### config.mk
export PLATFORM = sky130hd
export DESIGN_NAME = glyph_raster_scan_address_gen_flat
export DESIGN_NICKNAME = d
export VERILOG_FILES = /design/src/grsa_pkg.sv /design/src/grsa_req_if.sv /design/src/grsa_evt_if.sv /design/src/glyph_raster_scan_address_gen.sv /design/src/flat_wrapper.sv
export SDC_FILE = /design/constraint.sdc
export NUM_CORES = 1
export LEC_CHECK = 0
export ABC_AREA = 0
export BUFFER_PORTS_ARGS = -buffer_cell sky130_fd_sc_hd__buf_2
export CAP_MARGIN = 20
export CORE_AREA = 2 2 131 133
export CTS_BUF_LIST = sky130_fd_sc_hd__clkbuf_4
export CTS_CLUSTER_SIZE = 14
export DETAILED_ROUTE_END_ITERATION = 10
export DIE_AREA = 0 0 133 135
export HOLD_SLACK_MARGIN = 0.08
export SLEW_MARGIN = 20
export SYNTH_ARGS = -nofsm -noshare
export SYNTH_HDL_FRONTEND = slang
export SYNTH_SLANG_ARGS = --single-unit
### constraint.sdc
create_clock -name i_clk -period 9.19 [get_ports i_clk]
set_clock_uncertainty 0.05 [all_clocks]
set_input_delay 0.919 -clock i_clk [delete_from_list [all_inputs] [get_ports i_clk]]
set_output_delay 0.919 -clock i_clk [all_outputs]
set_load 0.05 [all_outputs]
### src/grsa_pkg.sv
// Shared types and constants for the glyph raster scan address generator.
`timescale 1ns / 1ps

package grsa_pkg;

    localparam int MAX_GLYPH_DIM = 8;
    localparam int MAX_SCALE     = 8;
    localparam int MAX_GLYPHS    = 256;

    localparam int DIM_W     = 4;
    localparam int ROT_W     = 2;
    localparam int COUNT_W   = 9;
    localparam int POS_W     = 7;
    localparam int COORD_W   = 3;
    localparam int INDEX_W   = 8;
    localparam int APB_ADDR_W = 5;
    localparam int APB_DATA_W = 32;

    // Rotation and layout codes as they are held in the registers.
    localparam logic [ROT_W-1:0] ROT_0   = 2'd0;
    localparam logic [ROT_W-1:0] ROT_90  = 2'd1;
    localparam logic [ROT_W-1:0] ROT_180 = 2'd2;
    localparam logic [ROT_W-1:0] ROT_270 = 2'd3;
    localparam logic LAYOUT_STACKED = 1'b0;
    localparam logic LAYOUT_SIDE    = 1'b1;

    typedef enum logic [1:0] {
        EV_CELL    = 2'd0,
        EV_NEWLINE = 2'd1,
        EV_END     = 2'd2
    } t_event_kind;

    typedef enum logic [2:0] {
        REG_GLYPH_WIDTH  = 3'd0,
        REG_GLYPH_HEIGHT = 3'd1,
        REG_SCALE_X      = 3'd2,
        REG_SCALE_Y      = 3'd3,
        REG_ROTATION     = 3'd4,
        REG_GLYPH_COUNT  = 3'd5,
        REG_LAYOUT_MODE  = 3'd6
    } t_reg_addr;

endpackage

### src/grsa_req_if.sv
// Request channel: one advance request with its restart flag.
`timescale 1ns / 1ps

interface grsa_req_if;
    logic valid;
    logic ready;
    logic restart;

    modport source (output valid, output restart, input ready);
    modport sink (input valid, input restart, output ready);
endinterface

### src/grsa_evt_if.sv
// Event channel: one raster event per request.
`timescale 1ns / 1ps

interface grsa_evt_if import grsa_pkg::*; ();
    logic                 valid;
    logic                 ready;
    t_event_kind          event_kind;
    logic [INDEX_W-1:0]   glyph_index;
    logic [COORD_W-1:0]   src_col;
    logic [COORD_W-1:0]   src_row;

    modport source (output valid, output event_kind, output glyph_index,
                    output src_col, output src_row, input ready);
    modport sink (input valid, input event_kind, input glyph_index,
                  input src_col, input src_row, output ready);
endinterface

### src/glyph_raster_scan_address_gen.sv
// Top level: raster scan address generator for a row of scaled, rotated glyphs.
//
//   Channel   Direction  Carries                                         Handshake
//   i_req     in         restart                                         valid/ready
//   o_evt     out        event_kind, glyph_index, src_col, src_row       valid/ready
//   APB       in/out     glyph size, scale, rotation, count, layout      psel/penable
//
// One request is accepted per clock while the sink keeps up; the edge that accepts
// it loads its event into the output register. The scan position lives in a handful
// of small counters that are read and updated in the same cycle a request is accepted,
// so they never hold off a request: one event per clock while the sink keeps up.
// A request is accepted whenever the output register is empty or being taken,
// so a stalled sink only holds off new requests while its event is waiting.
// Synchronous reset loads the register defaults and puts the scan at its start.
`timescale 1ns / 1ps

module glyph_raster_scan_address_gen import grsa_pkg::*; (
    input  logic                  i_clk,
    input  logic                  i_rst_n,
    grsa_req_if.sink              i_req,
    grsa_evt_if.source            o_evt,
    input  logic                  psel,
    input  logic                  penable,
    input  logic                  pwrite,
    input  logic [APB_ADDR_W-1:0] paddr,
    input  logic [APB_DATA_W-1:0] pwdata,
    output logic [APB_DATA_W-1:0] prdata,
    output logic                  pready
);

    // Clamp a register into 1..hi, as the scan logic only ever sees legal sizes.
    function automatic logic [DIM_W-1:0] clamp_dim(input logic [DIM_W-1:0] v,
                                                   input logic [DIM_W-1:0] hi);
        logic [DIM_W-1:0] res;
        res = v;
        if (v == '0) begin
            res = DIM_W'(1);
        end else if (v > hi) begin
            res = hi;
        end
        return res;
    endfunction

    // One step of a scale sub-counter. Returns {sub_count, logical}.
    function automatic logic [2*COORD_W-1:0] step_sub(input logic [COORD_W-1:0] sub,
                                                      input logic [COORD_W-1:0] lg,
                                                      input logic [DIM_W-1:0] scale);
        logic [2*COORD_W-1:0] res;
        if ((DIM_W'(sub) + DIM_W'(1)) >= scale) begin
            res = {COORD_W'(0), COORD_W'(lg + COORD_W'(1))};
        end else begin
            res = {COORD_W'(sub + COORD_W'(1)), lg};
        end
        return res;
    endfunction

    // Configuration registers.
    logic [DIM_W-1:0]   r_glyph_width;
    logic [DIM_W-1:0]   r_glyph_height;
    logic [DIM_W-1:0]   r_scale_x;
    logic [DIM_W-1:0]   r_scale_y;
    logic [ROT_W-1:0]   r_rotation;
    logic [COUNT_W-1:0] r_glyph_count;
    logic               r_layout_mode;

    // Scan position.
    logic [POS_W-1:0]   r_col_pos,  n_col_pos;
    logic [POS_W-1:0]   r_row_pos,  n_row_pos;
    logic [COUNT_W-1:0] r_glyph,    n_glyph;
    logic [COORD_W-1:0] r_col_sub,  n_col_sub;
    logic [COORD_W-1:0] r_row_sub,  n_row_sub;
    logic [COORD_W-1:0] r_log_col,  n_log_col;
    logic [COORD_W-1:0] r_log_row,  n_log_row;
    logic               r_finished, n_finished;

    // Output register.
    logic               r_evt_valid;
    t_event_kind        r_evt_kind,  n_evt_kind;
    logic [INDEX_W-1:0] r_evt_glyph, n_evt_glyph;
    logic [COORD_W-1:0] r_evt_col,   n_evt_col;
    logic [COORD_W-1:0] r_evt_row,   n_evt_row;

    logic [DIM_W-1:0]   w_w, w_h, w_sx, w_sy;
    logic [COUNT_W-1:0] w_cnt;
    logic [POS_W-1:0]   w_out_w, w_out_h;
    logic               w_req_fire;
    logic               w_cfg_write;
    t_reg_addr          w_reg_addr;

    assign w_reg_addr  = t_reg_addr'(paddr[APB_ADDR_W-1:2]);
    assign pready      = 1'b1;
    assign w_cfg_write = psel && penable && pwrite && pready;

    always_comb begin
        unique case (w_reg_addr)
            REG_GLYPH_WIDTH:  prdata = APB_DATA_W'(r_glyph_width);
            REG_GLYPH_HEIGHT: prdata = APB_DATA_W'(r_glyph_height);
            REG_SCALE_X:      prdata = APB_DATA_W'(r_scale_x);
            REG_SCALE_Y:      prdata = APB_DATA_W'(r_scale_y);
            REG_ROTATION:     prdata = APB_DATA_W'(r_rotation);
            REG_GLYPH_COUNT:  prdata = APB_DATA_W'(r_glyph_count);
            REG_LAYOUT_MODE:  prdata = APB_DATA_W'(r_layout_mode);
            default:          prdata = '0;
        endcase
    end

    always_ff @(posedge i_clk) begin
        if (!i_rst_n) begin
            r_glyph_width  <= DIM_W'(8);
            r_glyph_height <= DIM_W'(8);
            r_scale_x      <= DIM_W'(1);
            r_scale_y      <= DIM_W'(1);
            r_rotation     <= ROT_90;
            r_glyph_count  <= COUNT_W'(1);
            r_layout_mode  <= LAYOUT_STACKED;
        end else if (w_cfg_write) begin
            unique case (w_reg_addr)
                REG_GLYPH_WIDTH:  r_glyph_width  <= pwdata[DIM_W-1:0];
                REG_GLYPH_HEIGHT: r_glyph_height <= pwdata[DIM_W-1:0];
                REG_SCALE_X:      r_scale_x      <= pwdata[DIM_W-1:0];
                REG_SCALE_Y:      r_scale_y      <= pwdata[DIM_W-1:0];
                REG_ROTATION:     r_rotation     <= pwdata[ROT_W-1:0];
                REG_GLYPH_COUNT:  r_glyph_count  <= pwdata[COUNT_W-1:0];
                REG_LAYOUT_MODE:  r_layout_mode  <= pwdata[0];
                default: ;
            endcase
        end
    end

    // Effective sizes. Odd rotations swap the glyph's width and height on the
    // output raster; each product is at most 8 x 8, so it fits in seven bits.
    assign w_w  = clamp_dim(r_glyph_width,  DIM_W'(MAX_GLYPH_DIM));
    assign w_h  = clamp_dim(r_glyph_height, DIM_W'(MAX_GLYPH_DIM));
    assign w_sx = clamp_dim(r_scale_x,      DIM_W'(MAX_SCALE));
    assign w_sy = clamp_dim(r_scale_y,      DIM_W'(MAX_SCALE));

    always_comb begin
        if (r_glyph_count == '0) begin
            w_cnt = COUNT_W'(1);
        end else if (r_glyph_count > COUNT_W'(MAX_GLYPHS)) begin
            w_cnt = COUNT_W'(MAX_GLYPHS);
        end else begin
            w_cnt = r_glyph_count;
        end
    end

    assign w_out_w = POS_W'((r_rotation[0] ? w_h : w_w) * w_sx);
    assign w_out_h = POS_W'((r_rotation[0] ? w_w : w_h) * w_sy);

    assign w_req_fire  = i_req.valid && i_req.ready;
    assign i_req.ready = !r_evt_valid || o_evt.ready;

    // Next scan state and event for the request at the input. The steps run in
    // the order of the scan: restart, then end of line / end of glyph checks,
    // then the cell lookup and column advance.
    always_comb begin
        n_col_pos  = r_col_pos;
        n_row_pos  = r_row_pos;
        n_glyph    = r_glyph;
        n_col_sub  = r_col_sub;
        n_row_sub  = r_row_sub;
        n_log_col  = r_log_col;
        n_log_row  = r_log_row;
        n_finished = r_finished;
        n_evt_kind  = EV_CELL;
        n_evt_glyph = '0;
        n_evt_col   = '0;
        n_evt_row   = '0;

        if (i_req.restart) begin
            n_col_pos  = '0;
            n_row_pos  = '0;
            n_glyph    = '0;
            n_col_sub  = '0;
            n_row_sub  = '0;
            n_log_col  = '0;
            n_log_row  = '0;
            n_finished = 1'b0;
        end

        if (n_finished) begin
            n_evt_kind = EV_END;
        end else if (r_layout_mode == LAYOUT_STACKED) begin
            // Stacked glyphs: each output row ends in a newline, and the glyph
            // advances once its last output row is done.
            if (n_col_pos >= w_out_w) begin
                n_col_pos = '0;
                n_col_sub = '0;
                n_log_col = '0;
                n_row_pos = n_row_pos + POS_W'(1);
                {n_row_sub, n_log_row} = step_sub(n_row_sub, n_log_row, w_sy);
                n_evt_kind = EV_NEWLINE;
                if (n_row_pos >= w_out_h) begin
                    n_row_pos = '0;
                    n_row_sub = '0;
                    n_log_row = '0;
                    n_glyph   = n_glyph + COUNT_W'(1);
                end
                if (n_glyph >= w_cnt) begin
                    n_evt_kind = EV_END;
                    n_finished = 1'b1;
                end
            end
        end else begin
            // Side-by-side glyphs: an output row runs across every glyph, and
            // the newline comes after the last glyph of the row.
            if (n_col_pos >= w_out_w) begin
                n_col_pos = '0;
                n_col_sub = '0;
                n_log_col = '0;
                n_glyph   = n_glyph + COUNT_W'(1);
            end
            if (n_glyph >= w_cnt) begin
                n_glyph   = '0;
                n_row_pos = n_row_pos + POS_W'(1);
                {n_row_sub, n_log_row} = step_sub(n_row_sub, n_log_row, w_sy);
                n_evt_kind = EV_NEWLINE;
                if (n_row_pos >= w_out_h) begin
                    n_evt_kind = EV_END;
                    n_finished = 1'b1;
                end
            end
        end

        if (n_evt_kind == EV_CELL) begin
            // Rotate the logical pixel back into glyph coordinates. The
            // subtractions wrap at three bits, matching the coordinate width.
            unique case (r_rotation)
                ROT_0: begin
                    n_evt_col = n_log_col;
                    n_evt_row = n_log_row;
                end
                ROT_90: begin
                    n_evt_col = n_log_row;
                    n_evt_row = COORD_W'(w_h) - COORD_W'(1) - n_log_col;
                end
                ROT_180: begin
                    n_evt_col = COORD_W'(w_w) - COORD_W'(1) - n_log_col;
                    n_evt_row = COORD_W'(w_h) - COORD_W'(1) - n_log_row;
                end
                default: begin
                    n_evt_col = COORD_W'(w_w) - COORD_W'(1) - n_log_row;
                    n_evt_row = n_log_col;
                end
            endcase
            n_evt_glyph = n_glyph[INDEX_W-1:0];
            n_col_pos   = n_col_pos + POS_W'(1);
            {n_col_sub, n_log_col} = step_sub(n_col_sub, n_log_col, w_sx);
        end
    end

    always_ff @(posedge i_clk) begin
        if (!i_rst_n) begin
            r_col_pos   <= '0;
            r_row_pos   <= '0;
            r_glyph     <= '0;
            r_col_sub   <= '0;
            r_row_sub   <= '0;
            r_log_col   <= '0;
            r_log_row   <= '0;
            r_finished  <= 1'b0;
            r_evt_valid <= 1'b0;
        end else begin
            if (w_req_fire) begin
                r_col_pos   <= n_col_pos;
                r_row_pos   <= n_row_pos;
                r_glyph     <= n_glyph;
                r_col_sub   <= n_col_sub;
                r_row_sub   <= n_row_sub;
                r_log_col   <= n_log_col;
                r_log_row   <= n_log_row;
                r_finished  <= n_finished;
                r_evt_valid <= 1'b1;
            end else if (o_evt.ready) begin
                r_evt_valid <= 1'b0;
            end
        end
    end

    // Event payload needs no reset; it is only looked at while valid is high.
    always_ff @(posedge i_clk) begin
        if (w_req_fire) begin
            r_evt_kind  <= n_evt_kind;
            r_evt_glyph <= n_evt_glyph;
            r_evt_col   <= n_evt_col;
            r_evt_row   <= n_evt_row;
        end
    end

    assign o_evt.valid       = r_evt_valid;
    assign o_evt.event_kind  = r_evt_kind;
    assign o_evt.glyph_index = r_evt_glyph;
    assign o_evt.src_col     = r_evt_col;
    assign o_evt.src_row     = r_evt_row;

    // Once the scan has finished, a request without restart must answer end.
    a_end_sticks: assert property (@(posedge i_clk) disable iff (!i_rst_n)
        (w_req_fire && r_finished && !i_req.restart)
            |=> (r_evt_valid && r_evt_kind == EV_END))
        else $error("request after end of scan did not report end");

    // Every accepted request leaves an event in the output register.
    a_req_gives_event: assert property (@(posedge i_clk) disable iff (!i_rst_n)
        w_req_fire |=> r_evt_valid)
        else $error("accepted request produced no event");

    // Newline and end events carry zero glyph and coordinate fields.
    a_noncell_zero: assert property (@(posedge i_clk) disable iff (!i_rst_n)
        (r_evt_valid && r_evt_kind != EV_CELL)
            |-> (r_evt_glyph == '0 && r_evt_col == '0 && r_evt_row == '0))
        else $error("non-cell event carries nonzero fields");

endmodule

### src/flat_wrapper.sv
// flat-port wrapper written by rule: the top's interface ports become plain ports
module glyph_raster_scan_address_gen_flat import grsa_pkg::*;
  (i_clk, i_rst_n, psel, penable, pwrite, paddr, pwdata, prdata, pready, i_req_valid, i_req_restart, i_req_ready, o_evt_valid, o_evt_event_kind, o_evt_glyph_index, o_evt_src_col, o_evt_src_row, o_evt_ready);
  grsa_req_if i_req_i ();
  grsa_evt_if o_evt_i ();
  input  logic i_clk;
  input  logic i_rst_n;
  input  logic psel;
  input  logic penable;
  input  logic pwrite;
  input  logic [APB_ADDR_W-1:0] paddr;
  input  logic [APB_DATA_W-1:0] pwdata;
  output logic [APB_DATA_W-1:0] prdata;
  output logic pready;
  input wire logic [$bits(i_req_i.valid)-1:0] i_req_valid;
  input wire logic [$bits(i_req_i.restart)-1:0] i_req_restart;
  output wire logic [$bits(i_req_i.ready)-1:0] i_req_ready;
  output wire logic [$bits(o_evt_i.valid)-1:0] o_evt_valid;
  output wire logic [$bits(o_evt_i.event_kind)-1:0] o_evt_event_kind;
  output wire logic [$bits(o_evt_i.glyph_index)-1:0] o_evt_glyph_index;
  output wire logic [$bits(o_evt_i.src_col)-1:0] o_evt_src_col;
  output wire logic [$bits(o_evt_i.src_row)-1:0] o_evt_src_row;
  input wire logic [$bits(o_evt_i.ready)-1:0] o_evt_ready;
  assign i_req_i.valid = i_req_valid;
  assign i_req_i.restart = i_req_restart;
  assign i_req_ready = i_req_i.ready;
  assign o_evt_valid = o_evt_i.valid;
  assign o_evt_event_kind = o_evt_i.event_kind;
  assign o_evt_glyph_index = o_evt_i.glyph_index;
  assign o_evt_src_col = o_evt_i.src_col;
  assign o_evt_src_row = o_evt_i.src_row;
  assign o_evt_i.ready = o_evt_ready;
  glyph_raster_scan_address_gen u_core (.i_clk(i_clk), .i_rst_n(i_rst_n), .i_req(i_req_i), .o_evt(o_evt_i), .psel(psel), .penable(penable), .pwrite(pwrite), .paddr(paddr), .pwdata(pwdata), .prdata(prdata), .pready(pready));
endmodule
==> impl_metrics.toml, run 1 <==
[floorplan]
num_rows = 47
die_x_um = 133
initial_core_util_pct = 44.9
die_h_um = 135
ios = 96
core-area_um2 = 16400
dieArea_um2 = 18000

[synthesis]
yosysTopAreaCellShare_pct = 17.7
synthTopCellsByCount = "nand2_1, nor2_1, ha_1, dfxtp_1, a21oi_1"
synthTopCellsByArea = "dfxtp_1, ha_1, edfxtp_1"
syn_area_per_cell_um2 = 7.80
syn_inst = 945
synth_most_common_cell = "nand2_1"
synth_area_leader_cell = "dfxtp_1"
seq_area_frac_synth_pct = 24.2
yosysWarnings = 0
synth_ff_type = "dfxtp_1"
synth-async-reset-ratio_pct = 0
synth_cell_type_count = 73
synth_seq_cells = 81
syn_area_um2 = 7370
synth_edf_count = 16

[clocking]
cts-root-buf = "clkbuf_4"
postCtsHoldBufs = 0
clock-sinks = 81
clkLatencyLatePin_ns = 0.46
cts-buffers-inserted = 9
htree_levels = 3
cts_tree = "done"
clkTransAtPathRegs_ns = 0.14
cts_max_path_buffers = 2

[drt]
drc = 0
wirelength_um = 19100
drt-wirelength-per-cell_um = 16.0
drtIter0Drc = 544
via_per_inst = 5.56
vias = 6637
drt_pre_antenna_iters = 7
antenna_left = 0

[timing]
finalMaxSlewViolations = 0
slew_headroom_pct = 31.6
tightest_slew_ns = 1.02
layout_setup_ws_ns = 0.642
setup_viol = 0
fmax_ghz = 0.117
hold_viol = 0
min_period_over_period_pct = 93.0
min_period_ns = 8.55
grt_setup_unrepaired = "false"
finalSetupTns_ns = 0

[power]
p_total_w = 0.000807
peakVddDrop_uv = 56.5
p_leak_nw = 3.31
p_per_area_nw_per_um2 = 103

[placement]
place_area_um2 = 7700
place.gp.congestion = 0.939
place_ws_ns = 0.674
hpwl_um = 14100
io_buffers = 46

[global_route]
grtUsageMet1_pct = 30.2
grt_pass1_wl_um = 31400
grt.overflow.total = 0
grt_pass1_vias = 6130
antenna_found_initial = 1
track_usage_pct = 21.7
grtUsageMet3_pct = 3.27
grt_max_degree = 40
grt_use_met2_pct = 34.1
grt-busiest-layer = "met2"

[worst_setup_path]
worstSetupPathType = "flop to flop"
path_delay_family = "adder cells"
critPathCaptureType = "flop"
critPathRequiredTime_ns = 9.35
start_kind = "flop"
max_stage_delay_ns = 0.53
critPathMaxFanout = 9
cp.arrival_ns = 8.71
worst_path_max_delay_cell = "fa_1"
cpMostUsedCell = "nor2_1"
crit_buf_inv = 5

[run]
maxCapViolCount = 0

[finish]
area_growth_pct = 6.67
drive_gt1_share_pct = 10.2
final_area_um2 = 7860
final_util_pct = 47.9
final_nets = 1097

[run_status]
run_status = "finished clean"

[min_path]
hold_path_class = "flop to flop"
## cells in the final DEF, fill, tap and decap left out, drive strengths merged, types with 6 or more instances in the layout
| master | instances |
|---|---|
| nand3 | 26 |
| a21o | 11 |
| conb | 24 |
| a21oi | 56 |
| and2 | 12 |
| and3 | 12 |
| xor2 | 17 |
| o21a | 6 |
| nand2b | 16 |
| a22oi | 9 |
| nor2b | 25 |
| o22ai | 8 |
| clkbuf | 10 |
| mux2 | 6 |
| ha | 75 |
| nand4 | 7 |
| nor3 | 20 |
| edfxtp | 16 |
| a211oi | 6 |
| mux2i | 34 |
| inv | 54 |
| a31oi | 12 |
| nor2 | 105 |
| buf | 59 |
| xnor2 | 22 |
| or3 | 9 |
| o21ai | 54 |
| nand2 | 111 |
| o211ai | 9 |
| fa | 10 |
| a311oi | 8 |
| dfxtp | 65 |
## where the power goes
| part | total [W] | switching [W] | internal [W] |
|---|---|---|---|
| clock | 0.000246 | 0.000134 | 0.000112 |
| sequential | 0.000384 | 0.00000943 | 0.000375 |
| combinational | 0.000176 | 0.000130 | 0.0000468 |
## metrics by stage
stage               std cells  hold WS [ns]
floorplan                 967         0.382
global placement         1176         0.391
detailed placement       1176         0.398
CTS                      1192         0.417
global route             1194         0.432
finish                   1194         0.417
## metal layers
layer,routed length [um],vias up,share of wire [%]
met5,0,-,0
met2,8140,229,43
met4,491,0,2.6
met1,9280,3047,49
li1,-,3332,-
met3,1180,29,6.2
## worst register-to-register path: cells and delay by family, from the launching register on
family / cells / cell delay [ns]
buf+inv: 5 / 0.34
fa+ha+maj: 7 / 2.55
mux: 1 / 0.15
xor+xnor: 4 / 0.73
simple gates: 11 / 1.72
compound gates: 12 / 2.40
flops: 1 / 0.37
## sequential cells by signal, summed over array words and instances, names as in the netlist, 4 cells and up
signal / count
u_core.r_scale_y: 4
u_core.r_scale_x: 4
u_core.r_col_pos: 7
u_core.r_glyph_height: 4
u_core.r_glyph_count: 9
u_core.o_evt.glyph_index: 8
u_core.r_glyph: 9
u_core.r_glyph_width: 4
u_core.r_row_pos: 7
## final timing paths
check	slack, ns	from	end	cells after the start
worst min-delay path	0.42	u_core.r_row_sub[0]$_SDFFE_PN0P_	u_core.r_row_sub[0]$_SDFFE_PN0P_	2
worst max register to register	0.64	u_core.r_glyph_width[1]$_SDFFE_PN0P_	u_core.o_evt.src_col[2]$_SDFFCE_PP0P_	40
worst max-delay path	0.64	u_core.r_glyph_width[1]$_SDFFE_PN0P_	u_core.o_evt.src_col[2]$_SDFFCE_PP0P_	40
worst min register to register	0.42	u_core.r_row_sub[0]$_SDFFE_PN0P_	u_core.r_row_sub[0]$_SDFFE_PN0P_	2
## final cells by class
class	count	area [um^2]
clock buffer	10	75.1
timing repair buffer	59	328
tap	220	275
antenna	2	5.00
multi-input combinational	761	5110
clock inverter	6	82.6
sequential	81	1780
inverter	55	206
fill	1640	8540
## repair_timing
item | 4_1_cts | 5_1_grt
hold endpoints to repair | 0 | 0
gates resized for setup | 0 | 1
endpoints found under the setup margin | 0 | 1
setup buffers | 0 | 0
## logic make-up after synthesis
| group | count (synthesis) | synth area share [%] |
|---|---|---|
| AOI/OAI and AO/OA | 212 | 18.9 |
| and+or+nand+nor | 361 | 23.5 |
| xor gates and xnor gates | 39 | 4.63 |
| buffers and inverters | 125 | 7.67 |
| other | 2 | 0.102 |
| DFF | 81 | 24.2 |
| adders and majority gates | 85 | 15.4 |
| muxes | 40 | 5.53 |
Note: power is estimated with default switching activity, not from simulation.
==> inputs of run 2 (changes only) <==
--- a/config.mk
+++ b/config.mk
@@ -5,14 +5,14 @@
 export SDC_FILE = /design/constraint.sdc
 export NUM_CORES = 1
 export LEC_CHECK = 0
-export ABC_AREA = 0
+export ABC_AREA = 1
 export BUFFER_PORTS_ARGS = -buffer_cell sky130_fd_sc_hd__buf_2
 export CAP_MARGIN = 20
-export CORE_AREA = 2 2 131 133
+export CORE_AREA = 2 2 134 136
 export CTS_BUF_LIST = sky130_fd_sc_hd__clkbuf_4
 export CTS_CLUSTER_SIZE = 14
 export DETAILED_ROUTE_END_ITERATION = 10
-export DIE_AREA = 0 0 133 135
+export DIE_AREA = 0 0 136 138
 export HOLD_SLACK_MARGIN = 0.08
 export SLEW_MARGIN = 20
 export SYNTH_ARGS = -nofsm -noshare
==> impl_metrics.toml, run 2 <==
[global_route]
grt_max_degree = 38
grt_pass1_wl_um = 32600
antenna_found_initial = 1
track_usage_pct = 21.8
grt_pass1_vias = 6614
grt.overflow.total = 0

[worst_setup_path]
max_stage_delay_ns = 0.55
worstSetupPathType = "flop to flop"
cpMostUsedCell = "nand2_1"
critPathMaxFanout = 20
critPathRequiredTime_ns = 9.48
critPathCaptureType = "flop"
cp.arrival_ns = 8.39
worst_path_max_delay_cell = "dfxtp_1"
start_kind = "flop"

[synthesis]
synthTopCellsByArea = "dfxtp_1, ha_1, nand2_1"
synth_area_leader_cell = "dfxtp_1"
synth_edf_count = 16
synth_seq_cells = 81
synth-async-reset-ratio_pct = 0
yosysTopAreaCellShare_pct = 17.0
synthTopCellsByCount = "nand2_1, inv_1, nor2_1, a21oi_1, o21ai_0"
syn_area_um2 = 7630
synth_most_common_cell = "nand2_1"
syn_inst = 1148
syn_area_per_cell_um2 = 6.65
synth_cell_type_count = 54
seq_area_frac_synth_pct = 23.3
synth_ff_type = "dfxtp_1"
yosysWarnings = 0

[drt]
drc = 0
via_per_inst = 5.05
antenna_left = 0
drt-wirelength-per-cell_um = 13.9
wirelength_um = 19600
drt_pre_antenna_iters = 5
drtIter0Drc = 474
vias = 7126

[power]
p_leak_nw = 3.97
peakVddDrop_uv = 77.4
p_per_area_nw_per_um2 = 139

[floorplan]
core-area_um2 = 17500
die_h_um = 138
num_rows = 49
dieArea_um2 = 18800
die_x_um = 136
ios = 96
initial_core_util_pct = 43.5

[timing]
hold_viol = 0
finalMaxSlewViolations = 0
finalSetupTns_ns = 0
min_period_over_period_pct = 88.1
setup_viol = 0
grt_setup_unrepaired = "false"
slew_headroom_pct = 40.7
min_period_ns = 8.10
fmax_ghz = 0.123
tightest_slew_ns = 0.886

[finish]
area_growth_pct = 5.69
fillers = 1926
drive_gt1_share_pct = 10.3
final_cell_mix = "nand2_1, inv_1, nor2_1"
final_nets = 1305
mostFrequentLayoutCell = "nand2_1"
final_util_pct = 46.0

[clocking]
clkLatencyLatePin_ns = 0.52
clock-sinks = 81
post-cts-setup-buffer-count = 0
clkTransAtPathRegs_ns = 0.15
cts-buffers-inserted = 9
post_cts_resized = 0
cts_tree = "done"
cts-root-buf = "clkbuf_4"
postCtsHoldBufs = 0
htree_levels = 3
cts_max_path_buffers = 2

[run_status]
run_status = "finished clean"

[min_path]
hold_path_class = "flop to flop"

[placement]
io_buffers = 46
hpwl_um = 14900
place.gp.congestion = 0.873

[run]
maxCapViolCount = 0
run 2: cell count changes in the layout (fill, tap and decap cells not counted), moves of 25 or more:
cell | previous run | this run
inv_1 | 54 | 194
nand2_1 | 111 | 237
a21oi_1 | 55 | 99
o21ai_0 | 50 | 93
mux2i_1 | 34 | 0
nor2b_1 | 25 | 0
run 2: stage by stage:
stage,instances,hold slack [ns],cell area (um^2),worst slack (ns),total power [W]
final,1410,0.427,8070,1.09,0.00112
after global routing,1410,0.441,8070,0.274,0.00120
after CTS,1409,0.429,8070,1.10,0.00112
after detailed placement,1393,0.407,7910,1.14,0.000876
after global placement,1393,0.405,7910,1.22,0.000871
after floorplan,1170,0.394,7720,1.85,0.000794
run 2: area by class of cell:
class | count | area (um^2) | share of cell area [%]
multi-input combinational | 823 | 4780 | 59.2
clock buffer | 9 | 67.6 | 0.837
sequential | 81 | 1780 | 22.1
antenna | 1 | 2.50 | 0.0310
inverter | 207 | 783 | 9.71
tap | 229 | 287 | 3.55
clock inverter | 7 | 85.1 | 1.05
timing repair buffer | 53 | 283 | 3.50
run 2: critical path: cells and delay by family (launching register included):
family                   cells  cell delay, ns
buffers and inverters        6            0.84
AND/OR/NAND/NOR             16            1.89
XOR/XNOR                     3            0.56
flip-flops                   1            0.55
adder cells (fa/ha/maj)      6            2.54
AO/OA/AOI/OAI                8            1.51
run 2: final timing paths:
kind / start / to / slack [ns] / cells after the start
worst min register to register: u_core.r_log_col[1]$_SDFFE_PN0P_ / u_core.r_log_col[1]$_SDFFE_PN0P_ / 0.43 / 2
worst max register to register: u_core.r_rotation[0]$_SDFFE_PN1P_ / u_core.o_evt.src_col[2]$_SDFFCE_PP0P_ / 1.09 / 39
worst max-delay path: u_core.r_rotation[0]$_SDFFE_PN1P_ / u_core.o_evt.src_col[2]$_SDFFCE_PP0P_ / 1.09 / 39
worst min-delay path: u_core.r_log_col[1]$_SDFFE_PN0P_ / u_core.r_log_col[1]$_SDFFE_PN0P_ / 0.43 / 2
run 2: cells by family after synthesis:
family	after synthesis	share of synthesized area (%)
and+or+nand+nor	432	24.5
buffers and inverters	266	15.1
AOI/OAI and AO/OA	249	18.2
adders and majority gates	85	14.9
DFF	81	23.3
xor gates and xnor gates	33	3.79
other	2	0.0984
run 2: report_power, final:
| group | switching (W) | leakage (nW) | internal [W] |
|---|---|---|---|
| Clock | 0.000160 | 0.0853 | 0.0000892 |
| Sequential | 0.0000125 | 0.691 | 0.000397 |
| Combinational | 0.000337 | 3.19 | 0.000122 |
| Total | 0.000510 | 3.97 | 0.000608 |
run 2: routing by layer:
layer / track usage (%) / up-vias / wire length, um
met3: 2.49 / 26 / 599
li1: - / 3705 / -
met4: 7.02 / 0 / 363
met2: 37.2 / 127 / 9370
met5: 0 / - / 0
met1: 28.4 / 3268 / 9260
